## src/rdsm_pkg.sv

```systemverilog
// Package with the shared types and constants of the dot-star regex matcher.
package rdsm_pkg;

  localparam int PATTERN_MAX_DEF = 32;
  localparam int PAT_BYTES       = 32;
  localparam int LEN_W           = 6;
  localparam int CFG_IDX_W       = 3;
  localparam int CFG_DATA_W      = 64;
  localparam int WORD_BYTES      = 8;

  localparam logic [7:0] STAR_CHAR = 8'h2A;
  localparam logic [7:0] DOT_CHAR  = 8'h2E;

  typedef enum logic [CFG_IDX_W-1:0] {
    CFG_LENGTH = 3'd0,
    CFG_LOW    = 3'd1,
    CFG_SECOND = 3'd2,
    CFG_THIRD  = 3'd3,
    CFG_HIGH   = 3'd4
  } cfg_idx_t;

  typedef logic [PAT_BYTES-1:0][7:0] pat_arr_t;

  typedef struct packed {
    logic       valid;
    logic       mode;
    logic [7:0] text;
    logic       cur;
    logic       cur_m1;
    logic       old;
    logic       res;
  } pkt_t;

endpackage

```

## src/rdsm_cfg_regs.sv

```systemverilog
// Configuration registers: pattern length and the four pattern words.
module rdsm_cfg_regs #(
  parameter int PATTERN_MAX = rdsm_pkg::PATTERN_MAX_DEF
) (
  input  logic                             clk,
  input  logic                             rst_n,
  input  logic                             cfg_we,
  input  logic [rdsm_pkg::CFG_IDX_W-1:0]   cfg_index,
  input  logic [rdsm_pkg::CFG_DATA_W-1:0]  cfg_wdata,
  output rdsm_pkg::pat_arr_t               pat,
  output logic [rdsm_pkg::LEN_W-1:0]       used_len
);
  import rdsm_pkg::*;

  logic [LEN_W-1:0]      len_r;
  logic [CFG_DATA_W-1:0] word_r [4];

  always_ff @(posedge clk) begin
    if (!rst_n) begin
      len_r     <= '0;
      word_r[0] <= '0;
      word_r[1] <= '0;
      word_r[2] <= '0;
      word_r[3] <= '0;
    end else if (cfg_we) begin
      unique case (cfg_index)
        CFG_LENGTH: len_r     <= cfg_wdata[LEN_W-1:0];
        CFG_LOW:    word_r[0] <= cfg_wdata;
        CFG_SECOND: word_r[1] <= cfg_wdata;
        CFG_THIRD:  word_r[2] <= cfg_wdata;
        CFG_HIGH:   word_r[3] <= cfg_wdata;
        default: ;
      endcase
    end
  end

  always_comb begin
    for (int b = 0; b < PAT_BYTES; b++) begin
      pat[b] = word_r[b / WORD_BYTES][(b % WORD_BYTES) * 8 +: 8];
    end
  end

  assign used_len = (len_r > LEN_W'(PATTERN_MAX)) ? LEN_W'(PATTERN_MAX) : len_r;

endmodule

```

## src/rdsm_cell.sv

```systemverilog
// One pattern column: holds one bit of the match row and passes the beat on.
module rdsm_cell (
  input  logic           clk,
  input  logic           rst_n,
  input  logic           adv,
  input  logic [7:0]     pat_cur,
  input  logic [7:0]     pat_prev,
  input  logic           has_pred,
  input  logic           tap,
  input  rdsm_pkg::pkt_t pkt_i,
  output rdsm_pkg::pkt_t pkt_o
);
  import rdsm_pkg::*;

  logic row_r;
  logic row_nxt;
  pkt_t pkt_r;
  pkt_t pkt_nxt;
  logic v;

  always_comb begin
    v = 1'b0;
    if (!pkt_i.mode) begin
      if (pat_cur == STAR_CHAR && has_pred) begin
        v = pkt_i.cur_m1;
      end
    end else if (pat_cur == STAR_CHAR) begin
      if (has_pred) begin
        if (pat_prev == pkt_i.text || pat_prev == DOT_CHAR) begin
          v = pkt_i.cur_m1 | pkt_i.cur | row_r;
        end else begin
          v = pkt_i.cur_m1;
        end
      end
    end else if (pat_cur == pkt_i.text || pat_cur == DOT_CHAR) begin
      v = pkt_i.old;
    end
  end

  always_comb begin
    pkt_nxt        = pkt_i;
    pkt_nxt.cur    = v;
    pkt_nxt.cur_m1 = pkt_i.cur;
    pkt_nxt.old    = row_r;
    pkt_nxt.res    = tap ? v : pkt_i.res;
    row_nxt        = pkt_i.valid ? v : row_r;
  end

  always_ff @(posedge clk) begin
    if (!rst_n) begin
      row_r       <= 1'b0;
      pkt_r.valid <= 1'b0;
    end else if (adv) begin
      row_r <= row_nxt;
      pkt_r <= pkt_nxt;
    end
  end

  assign pkt_o = pkt_r;

endmodule

```

## src/regex_dot_star_matcher_unit.sv

```systemverilog
// Top level of the dot-star regex matcher: configuration, head stage and cell chain.
//
// Usage: load the pattern through the cfg_ port while the block is idle
// (index 0 length, indices 1 to 4 the pattern words, lowest byte first).
// Each input beat carries in_tuser (0 starts a new empty text, 1 appends
// the byte in in_tdata). Every input beat yields exactly one output beat
// whose out_tdata bit 0 tells whether the text since the last start
// matches the whole pattern.
// A beat travels down a chain of PATTERN_MAX cells, one pattern column per
// cell, and is registered in each cell in turn until the last cell offers
// it on the output; the chain accepts one beat per cycle while the receiver
// takes them.
// When the receiver stalls with a result waiting in the last cell, the
// whole chain holds and in_tready drops until that beat is taken.
// Reset clears the match row, the configuration and all valid flags.
module regex_dot_star_matcher_unit #(
  parameter int PATTERN_MAX = rdsm_pkg::PATTERN_MAX_DEF
) (
  input  logic                             clk,
  input  logic                             rst_n,
  input  logic                             in_tvalid,
  output logic                             in_tready,
  input  logic [7:0]                       in_tdata,   // [7:0] text_byte
  input  logic                             in_tuser,   // [0] mode
  output logic                             out_tvalid,
  input  logic                             out_tready,
  output logic [7:0]                       out_tdata,  // [0] matched, [7:1] zero
  input  logic                             cfg_we,
  input  logic [rdsm_pkg::CFG_IDX_W-1:0]   cfg_index,
  input  logic [rdsm_pkg::CFG_DATA_W-1:0]  cfg_wdata
);
  import rdsm_pkg::*;

  pat_arr_t         pat;
  logic [LEN_W-1:0] used_len;
  logic             adv;
  logic             row0_r;
  pkt_t             chain [PATTERN_MAX+1];

  rdsm_cfg_regs #(.PATTERN_MAX(PATTERN_MAX)) u_cfg (
    .clk      (clk),
    .rst_n    (rst_n),
    .cfg_we   (cfg_we),
    .cfg_index(cfg_index),
    .cfg_wdata(cfg_wdata),
    .pat      (pat),
    .used_len (used_len)
  );

  assign adv       = !chain[PATTERN_MAX].valid || out_tready;
  assign in_tready = adv;

  always_comb begin
    chain[0].valid  = in_tvalid && adv;
    chain[0].mode   = in_tuser;
    chain[0].text   = in_tdata;
    chain[0].cur    = !in_tuser;
    chain[0].cur_m1 = 1'b0;
    chain[0].old    = row0_r;
    chain[0].res    = (used_len == '0) ? !in_tuser : 1'b0;
  end

  always_ff @(posedge clk) begin
    if (!rst_n) begin
      row0_r <= 1'b0;
    end else if (in_tvalid && adv) begin
      row0_r <= !in_tuser;
    end
  end

  for (genvar j = 0; j < PATTERN_MAX; j++) begin : g_cell
    logic [7:0] prev_b;
    logic       tap;

    assign prev_b = (j == 0) ? 8'h00 : pat[(j == 0) ? 0 : j - 1];
    assign tap    = (used_len == LEN_W'(j + 1));

    rdsm_cell u_cell (
      .clk     (clk),
      .rst_n   (rst_n),
      .adv     (adv),
      .pat_cur (pat[j]),
      .pat_prev(prev_b),
      .has_pred(1'(j != 0)),
      .tap     (tap),
      .pkt_i   (chain[j]),
      .pkt_o   (chain[j+1])
    );
  end

  assign out_tvalid = chain[PATTERN_MAX].valid;
  assign out_tdata  = {7'b0, chain[PATTERN_MAX].res};

endmodule

```

## config.mk

```make
export PLATFORM = sky130hd
export DESIGN_NAME = regex_dot_star_matcher_unit
export DESIGN_NICKNAME = d
export VERILOG_FILES = /design/src/rdsm_pkg.sv /design/src/rdsm_cfg_regs.sv /design/src/rdsm_cell.sv /design/src/regex_dot_star_matcher_unit.sv
export SDC_FILE = /design/constraint.sdc
export NUM_CORES = 1
export LEC_CHECK = 0
export BUFFER_PORTS_ARGS = -buffer_cell sky130_fd_sc_hd__buf_4
export CORE_UTILIZATION = 45
export DETAILED_ROUTE_END_ITERATION = 10
export PLACE_DENSITY = 0.73
export SLEW_MARGIN = 20
export SYNTH_ARGS = -nofsm -noshare
export SYNTH_HDL_FRONTEND = slang
export SYNTH_SLANG_ARGS = --single-unit
```

## constraint.sdc

```tcl
create_clock -name clk -period 28.4 [get_ports clk]
set_clock_uncertainty 0.1 [all_clocks]
set_input_delay 2.84 -clock clk [delete_from_list [all_inputs] [get_ports clk]]
set_output_delay 2.84 -clock clk [all_outputs]
set_load 0.005 [all_outputs]
```

# Word-level counts from Yosys, hierarchy flattened

Memories as Yosys holds them, arrays and structs flattened.
Cells that the tools add are included.

Flip-flop bits (word level): 475
Bits in writable memories: 256
Bits of input ports: 81
Output and inout bits: 10
Logic and storage cells: 800
Memories: 1

Order comparisons: 1
Equality and inequality tests: 163
Multiplexer cells: 213
Bitwise logic cells: 66
Reduce and logical (&&, ||, !) cells: 103

Memory list:

| memory       | words | bits a word | rd ports | clocked after memory_dff | write ports | line                | RTL |
|---|---|---|---|---|---|---|---|
| u_cfg.word_r | 4     | 64          | 4        | 0                        | 4           | rdsm_cfg_regs.sv:16 | `logic [CFG_DATA_W-1:0] word_r [4];` |

Operators by type and width:

| operator                                              | number |
|---|---|
| equality test 8 x 6 -> 1 bit (second input constant)  | 64 |
| equality test 8 bit                                   | 63 |
| 2-to-1 mux 64 bit                                     | 4 |
| 2-to-1 mux 1 bit                                      | 208 |
| equality test 6 x 5 -> 1 bit (second input constant)  | 16 |
| AND reduction 2 bit                                   | 34 |
| bitwise OR 1 bit                                      | 66 |
| logical OR 1 bit                                      | 64 |
| equality test 6 x 4 -> 1 bit (second input constant)  | 8 |
| equality test 6 x 3 -> 1 bit (second input constant)  | 4 |
| equality test 6 x 2 -> 1 bit (second input constant)  | 2 |
| equality test 3 x 2 -> 1 bit (second input constant)  | 2 |
| equality test 6 x 1 -> 1 bit (second input constant)  | 1 |
| equality test 6 bit (second input constant)           | 1 |
| greater-than comparator 6 bit (second input constant) | 1 |
| logical NOT 6 bit                                     | 1 |
| 2-to-1 mux 6 bit                                      | 1 |
| equality test 3 x 1 -> 1 bit (second input constant)  | 1 |
| equality test 3 bit (second input constant)           | 1 |
| logical NOT 3 bit                                     | 1 |
| logical NOT 1 bit                                     | 2 |
| logical AND 1 bit                                     | 1 |

# Logic depth before layout (Yosys ltp)

An unclocked memory read counts as a cell.

Depth after elaboration: 7
Depth in mapped cells: 8
Mapped depth without buffers: 6

# Hierarchy

From an unflattened synthesis, not the netlist that was laid out.

Cells, all modules: 2,665
Area total of the unflattened synthesis: 36,600.1 sq um

Modules (own cells, without submodules):

| module                      | instances | cells an instance | area an instance (sq um) | sequential area each (sq um) |
|---|---|---|---|---|
| rdsm_cell                   | 32        | 60                | 825.8                    | 430.4 |
| rdsm_cfg_regs               | 1         | 676               | 9,816.9                  | 7,807.5 |
| regex_dot_star_matcher_unit | 1         | 69                | 357.8                    | 20.0 |

# Worst setup path after synthesis

No wires, ideal clock.

Path type: input to register
Start point: input rst_n
End point: register g_cell[0].u_cell.pkt_r, in the netlist g_cell[0].u_cell.pkt_o[0], enable pin
Setup time: 1.181 ns
Arrival: 20.011 ns
Data required time: 27.119 ns
Setup slack: 7.107 ns
Stages on the path: 4
Buffers on the path: 2
Cells stage by stage: buf_2 -> inv_2 -> clkbuf_1 -> nor2_1

Longest elaborated chain between the ends: 1

RTL lines:

| element                       | line                              | RTL |
|---|---|---|
| start: declaration            | regex_dot_star_matcher_unit.sv:20 | `input logic rst_n,` |
| AND reduction 2 bit (no line) | --                                |  |
| end signal: assignment        | rdsm_cell.sv:55                   | `pkt_r <= pkt_nxt;` |
| end: declaration              | rdsm_cell.sv:17                   | `pkt_t pkt_r;` |

Every way passes these cells.
A chain may end at the register's enable or synchronous reset.

# Final worst setup path

Start point: input out_tready
End point: output in_tready

Longest elaborated chain between the ends: 1

RTL lines:

| element            | line                              | RTL |
|---|---|---|
| start: declaration | regex_dot_star_matcher_unit.sv:26 | `input logic out_tready,` |
| logical OR 1 bit   | regex_dot_star_matcher_unit.sv:50 | `assign adv = !chain[PATTERN_MAX].valid \|\| out_tready;` |
| end: declaration   | regex_dot_star_matcher_unit.sv:22 | `output logic in_tready,` |

Every way passes these cells.

==> results_tabular.tex <==
\begin{tabular}{lr}
\hline
Metric & Value \\
\hline
\multicolumn{2}{l}{\textbf{Synthesis}} \\
\quad Sequential cell area fraction in the yosys report & 64.0\% \\
\quad Xor and xnor fraction of the mapped netlist area & 13.3\% \\
\quad Number of cells produced by synthesis & 2526 \\
\quad Mux share of post-synthesis cell area & 0.249\% \\
\quad Main combinational cell family by area after synthesis & simple AND/OR/NAND/NOR gates \\
\quad Top FF cell, synth & edfxtp\_1 \\
\quad Share of the synthesized area in compound gates (AO/OA/AOI/OAI) & between 6 and 7\% \\
\quad Flops \& latches, synth & roughly 730 \\
\quad Yosys warns & 0 \\
\quad Count of different cell masters after synthesis & 65 \\
\quad Syn Area/Cell & around 13 sq um \\
\quad Share of async-settable or async-resettable flops after synthesis & 0\% \\
\quad Simple-gate share of the synthesized area & roughly 15\% \\
\quad Post-synthesis adder-cell area fraction & 0\% \\
\quad Post-synth EDFFs & 660 \\
\quad Cell Area, Synth & between 30000 and 40000 sq um \\
\multicolumn{2}{l}{\textbf{Pwr}} \\
\quad P\_leak & 12.9 nW \\
\quad Sequential share of power & a little over half \\
\quad Switching power summed over all nets & approximately 580 uW \\
\quad Proportion of total power due to net switching & approximately a quarter \\
\quad Combinational share of power & 6.6\% \\
\quad Power density normalized to cell area & $\sim$66 nW/um\^{}2 \\
\quad Power share of the clock group & between 40\% and 50\% \\
\quad Int Pwr & between 1.5 and 2 mW \\
\quad Maximum vdd ir drop & $\sim$57 uV \\
\multicolumn{2}{l}{\textbf{Final layout}} \\
\quad Number of nets in the finished design & about 2700 \\
\quad Fraction of layout cells with a size suffix above 1 & under 10\% \\
\quad Most common cell after layout, fill and taps aside & edfxtp\_1 \\
\quad Most frequent cells in the layout & edfxtp\_1, xnor2\_1, and2\_1, xor2\_1, nand2\_1 \\
\quad Layout area overhead & 13.1\% \\
\quad Total non-filler cell area in the finished layout & between 30000 and 40000 sq um \\
\multicolumn{2}{l}{\textbf{CTS}} \\
\quad Cts bufs inserted & between 70 and 80 \\
\quad Buffer count from post-CTS setup fixing & 0 \\
\quad CTS Hold Buffers Added & 0 \\
\quad Cell at the root of the clock tree & clkbuf\_16 \\
\quad Num Clock Sinks & between 700 and 800 \\
\quad Cts repair resizes & 0 \\
\quad Worst-path clk slew & approximately 0.06 ns \\
\quad CTS tree & done \\
\quad Worst skew pair latency & around 0.63 ns \\
\quad H-Tree Depth & 3 \\
\quad Max clock buf depth & 3 \\
\multicolumn{2}{l}{\textbf{STA}} \\
\quad Worst max-slew margin expressed relative to the limit & between 30\% and 40\% \\
\quad Number of setup violations in the final report & 0 \\
\quad Number of hold-slack violations in the final timing report & 0 \\
\quad Shortest clock period the worst path allows after layout & between 7 and 8 ns \\
\quad Number of pins exceeding their max-slew limit in the final report & 0 \\
\quad Worst slack on hold paths & around 0.34 ns \\
\quad Measured slew at the worst slew-check pin & just under 1 ns \\
\quad Period Utilization, post-route & between 20\% and 30\% \\
\quad Maximum clock frequency & roughly 140 MHz \\
\quad RSZ-0062 raised after global routing & false \\
\quad Total negative slack & 0 ns \\
\multicolumn{2}{l}{\textbf{Detailed routing}} \\
\quad Drt first-iter violations & around 2000 \\
\quad DRC violation count after routing & 0 \\
\quad Total via count after detailed routing & approximately 21000 \\
\quad DR pass1 iterations & 6 \\
\quad Routed vias/inst & roughly 5.7 \\
\quad Avg WL per Cell & 24.1 microns \\
\quad Drt total wl & 88.0 mm \\
\quad Antenna viol nets, final & 0 \\
\multicolumn{2}{l}{\textbf{Floorplanning}} \\
\quad Chip width & roughly 270 microns \\
\quad Die ar. & 74900 sq um \\
\quad Die Ht & 274 microns \\
\quad Number of placement rows & 99 \\
\quad Core Area & $\sim$73000 sq um \\
\quad Top-Level Pins & between 90 and 100 \\
\quad Starting utilization of the core area & between 40\% and 50\% \\
\multicolumn{2}{l}{\textbf{GRT}} \\
\quad GRT Total Usage & about a quarter \\
\quad GR Util met3 & between 4 and 5\% \\
\quad Global-route track usage on met2 & between 30\% and 40\% \\
\quad Met1 global-route usage & between 20 and 30\% \\
\quad Via count of the first global-routing pass & between 20000 and 25000 \\
\quad Total congestion overflow after global routing & 0 \\
\quad GRT Max-Usage Layer & met2 \\
\quad Maximum number of pins on one net before global-route repair & 209 \\
\quad Number of antenna violations at the first check in global routing & 29 \\
\quad First-pass GRT wire length & around 130 mm \\
\multicolumn{2}{l}{\textbf{Setup path}} \\
\quad Category of the worst setup path capture point & output pin \\
\quad Worst endpoint required time & approximately 25 ns \\
\quad Biggest fanout along the worst timing path & between 50 and 60 \\
\quad Critical path class & input pin to output pin \\
\quad Worst reg2reg path startpoint & g\_cell[31].u\_cell.pkt\_o[13]\$\_SDFFE\_PN0N\_ \\
\quad Critical path launch point & out\_tready \\
\quad Data arrival time of the critical path & about 4.2 ns \\
\quad Startpoint types & input pin \\
\multicolumn{2}{l}{\textbf{Place}} \\
\quad Detail Placement HPWL & about 64 mm \\
\quad I/O Buffers & 83 \\
\quad Global placement routability congestion & slightly below 0.9 \\
\quad Placed cell areas & 34900 sq um \\
\multicolumn{2}{l}{\textbf{Hold path}} \\
\quad Min-Delay Path Class & flip-flop to flip-flop \\
\quad Startpoint of the most critical hold path & g\_cell[14].u\_cell.pkt\_o[3]\$\_DFFE\_PP\_ \\
\multicolumn{2}{l}{\textbf{Job}} \\
\quad Maximum capacitance violations & 0 \\
\multicolumn{2}{l}{\textbf{Outcome}} \\
\quad Run status & complete, no violations \\
\hline
\end{tabular}
logic make-up after synthesis:
logic type	Yosys count
and+or+nand+nor	849
DFF	731
xor gates and xnor gates	504
AOI/OAI and AO/OA	314
buffers and inverters	119
muxes	8
other	1
synth_stat cells, types with 12 or more instances:
cell	number	area, sq um
nor2_1	87	327
nor3_2	18	180
or4b_1	23	230
xor2_1	232	2030
dfxtp_1	71	1420
o21ai_0	39	195
a211oi_1	14	105
nor3b_1	12	90.1
inv_1	37	139
nand2_1	154	578
nand3b_1	14	105
nand4_1	45	282
nor4_1	81	507
and2_1	266	1660
nand3_1	61	305
a31oi_1	19	119
a21oi_1	119	596
nor3_1	30	150
edfxtp_1	660	19800
a21o_1	24	180
a221oi_1	17	149
o211ai_1	21	158
a22oi_1	13	97.6
xnor2_1	272	2380
clkbuf_1	66	248
sequential cells by signal, summed over array words and instances (netlist names):
register             count
row0_r                   1
u_cfg.len_r              6
g_cell.u_cell.row_r     32
g_cell.u_cell.pkt_o    436
u_cfg.word_r           256
per-layer routing:
layer / wire, microns / up-vias / share of wire, %
met5: 0 / - / 0
met4: 3820 / 0 / 4.3
met3: 7400 / 193 / 8.4
met2: 42800 / 901 / 49
met1: 33900 / 10400 / 39
li1: - / 9435 / -
per-stage QoR:
step | total power [mW] | utilization (%) | setup WS (ns) | cells
finish | 2.48 | 51.5 | 21.30 | 3654
global route | 2.55 | 51.5 | 21.25 | 3651
CTS | 2.48 | 51.3 | 21.32 | 3645
detailed placement | 1.49 | 47.9 | 21.33 | 3507
global placement | 1.48 | 47.9 | 21.33 | 3507
floorplan | 1.43 | - | 7.11 | 2532
power groups by stage:
| stage | Sequential (mW) | Combinational (mW) | Clock, mW |
|---|---|---|---|
| floorplan | 1.32 | 0.114 | 0 |
| global placement | 1.33 | 0.155 | 0 |
| detailed placement | 1.33 | 0.159 | 0 |
| CTS | 1.31 | 0.161 | 1.01 |
| global route | 1.32 | 0.178 | 1.05 |
| finish | 1.31 | 0.163 | 1.01 |
final timing paths:
path	endpoint	slack [ns]	cells after the start
worst min-delay path	g_cell[15].u_cell.pkt_o[2]$_DFFE_PP_	0.34	0
worst min register to register	g_cell[15].u_cell.pkt_o[2]$_DFFE_PP_	0.34	0
worst max register to register	g_cell[5].u_cell.pkt_o[4]$_DFFE_PP_	25.33	6
worst max-delay path	in_tready	21.30	6
worst max-delay path, cell delays in order:
cell and delay [ns]:
buf_4 0.12, nor2b_4 0.10, buf_4 0.40, inv_2 0.06
buf_4 0.33, buf_4 0.24
final cells by class:
type	count	area (sq um)
Antenna cell	3	7.51
Clock buffer	104	2130
Clock inverter	34	340
Fill cell	5989	35400
Inverter	39	146
Multi-Input combinational cell	1682	11600
Sequential cell	731	21200
Tap cell	959	1200
Timing Repair Buffer	102	891
(Power assumes the default switching activity.)
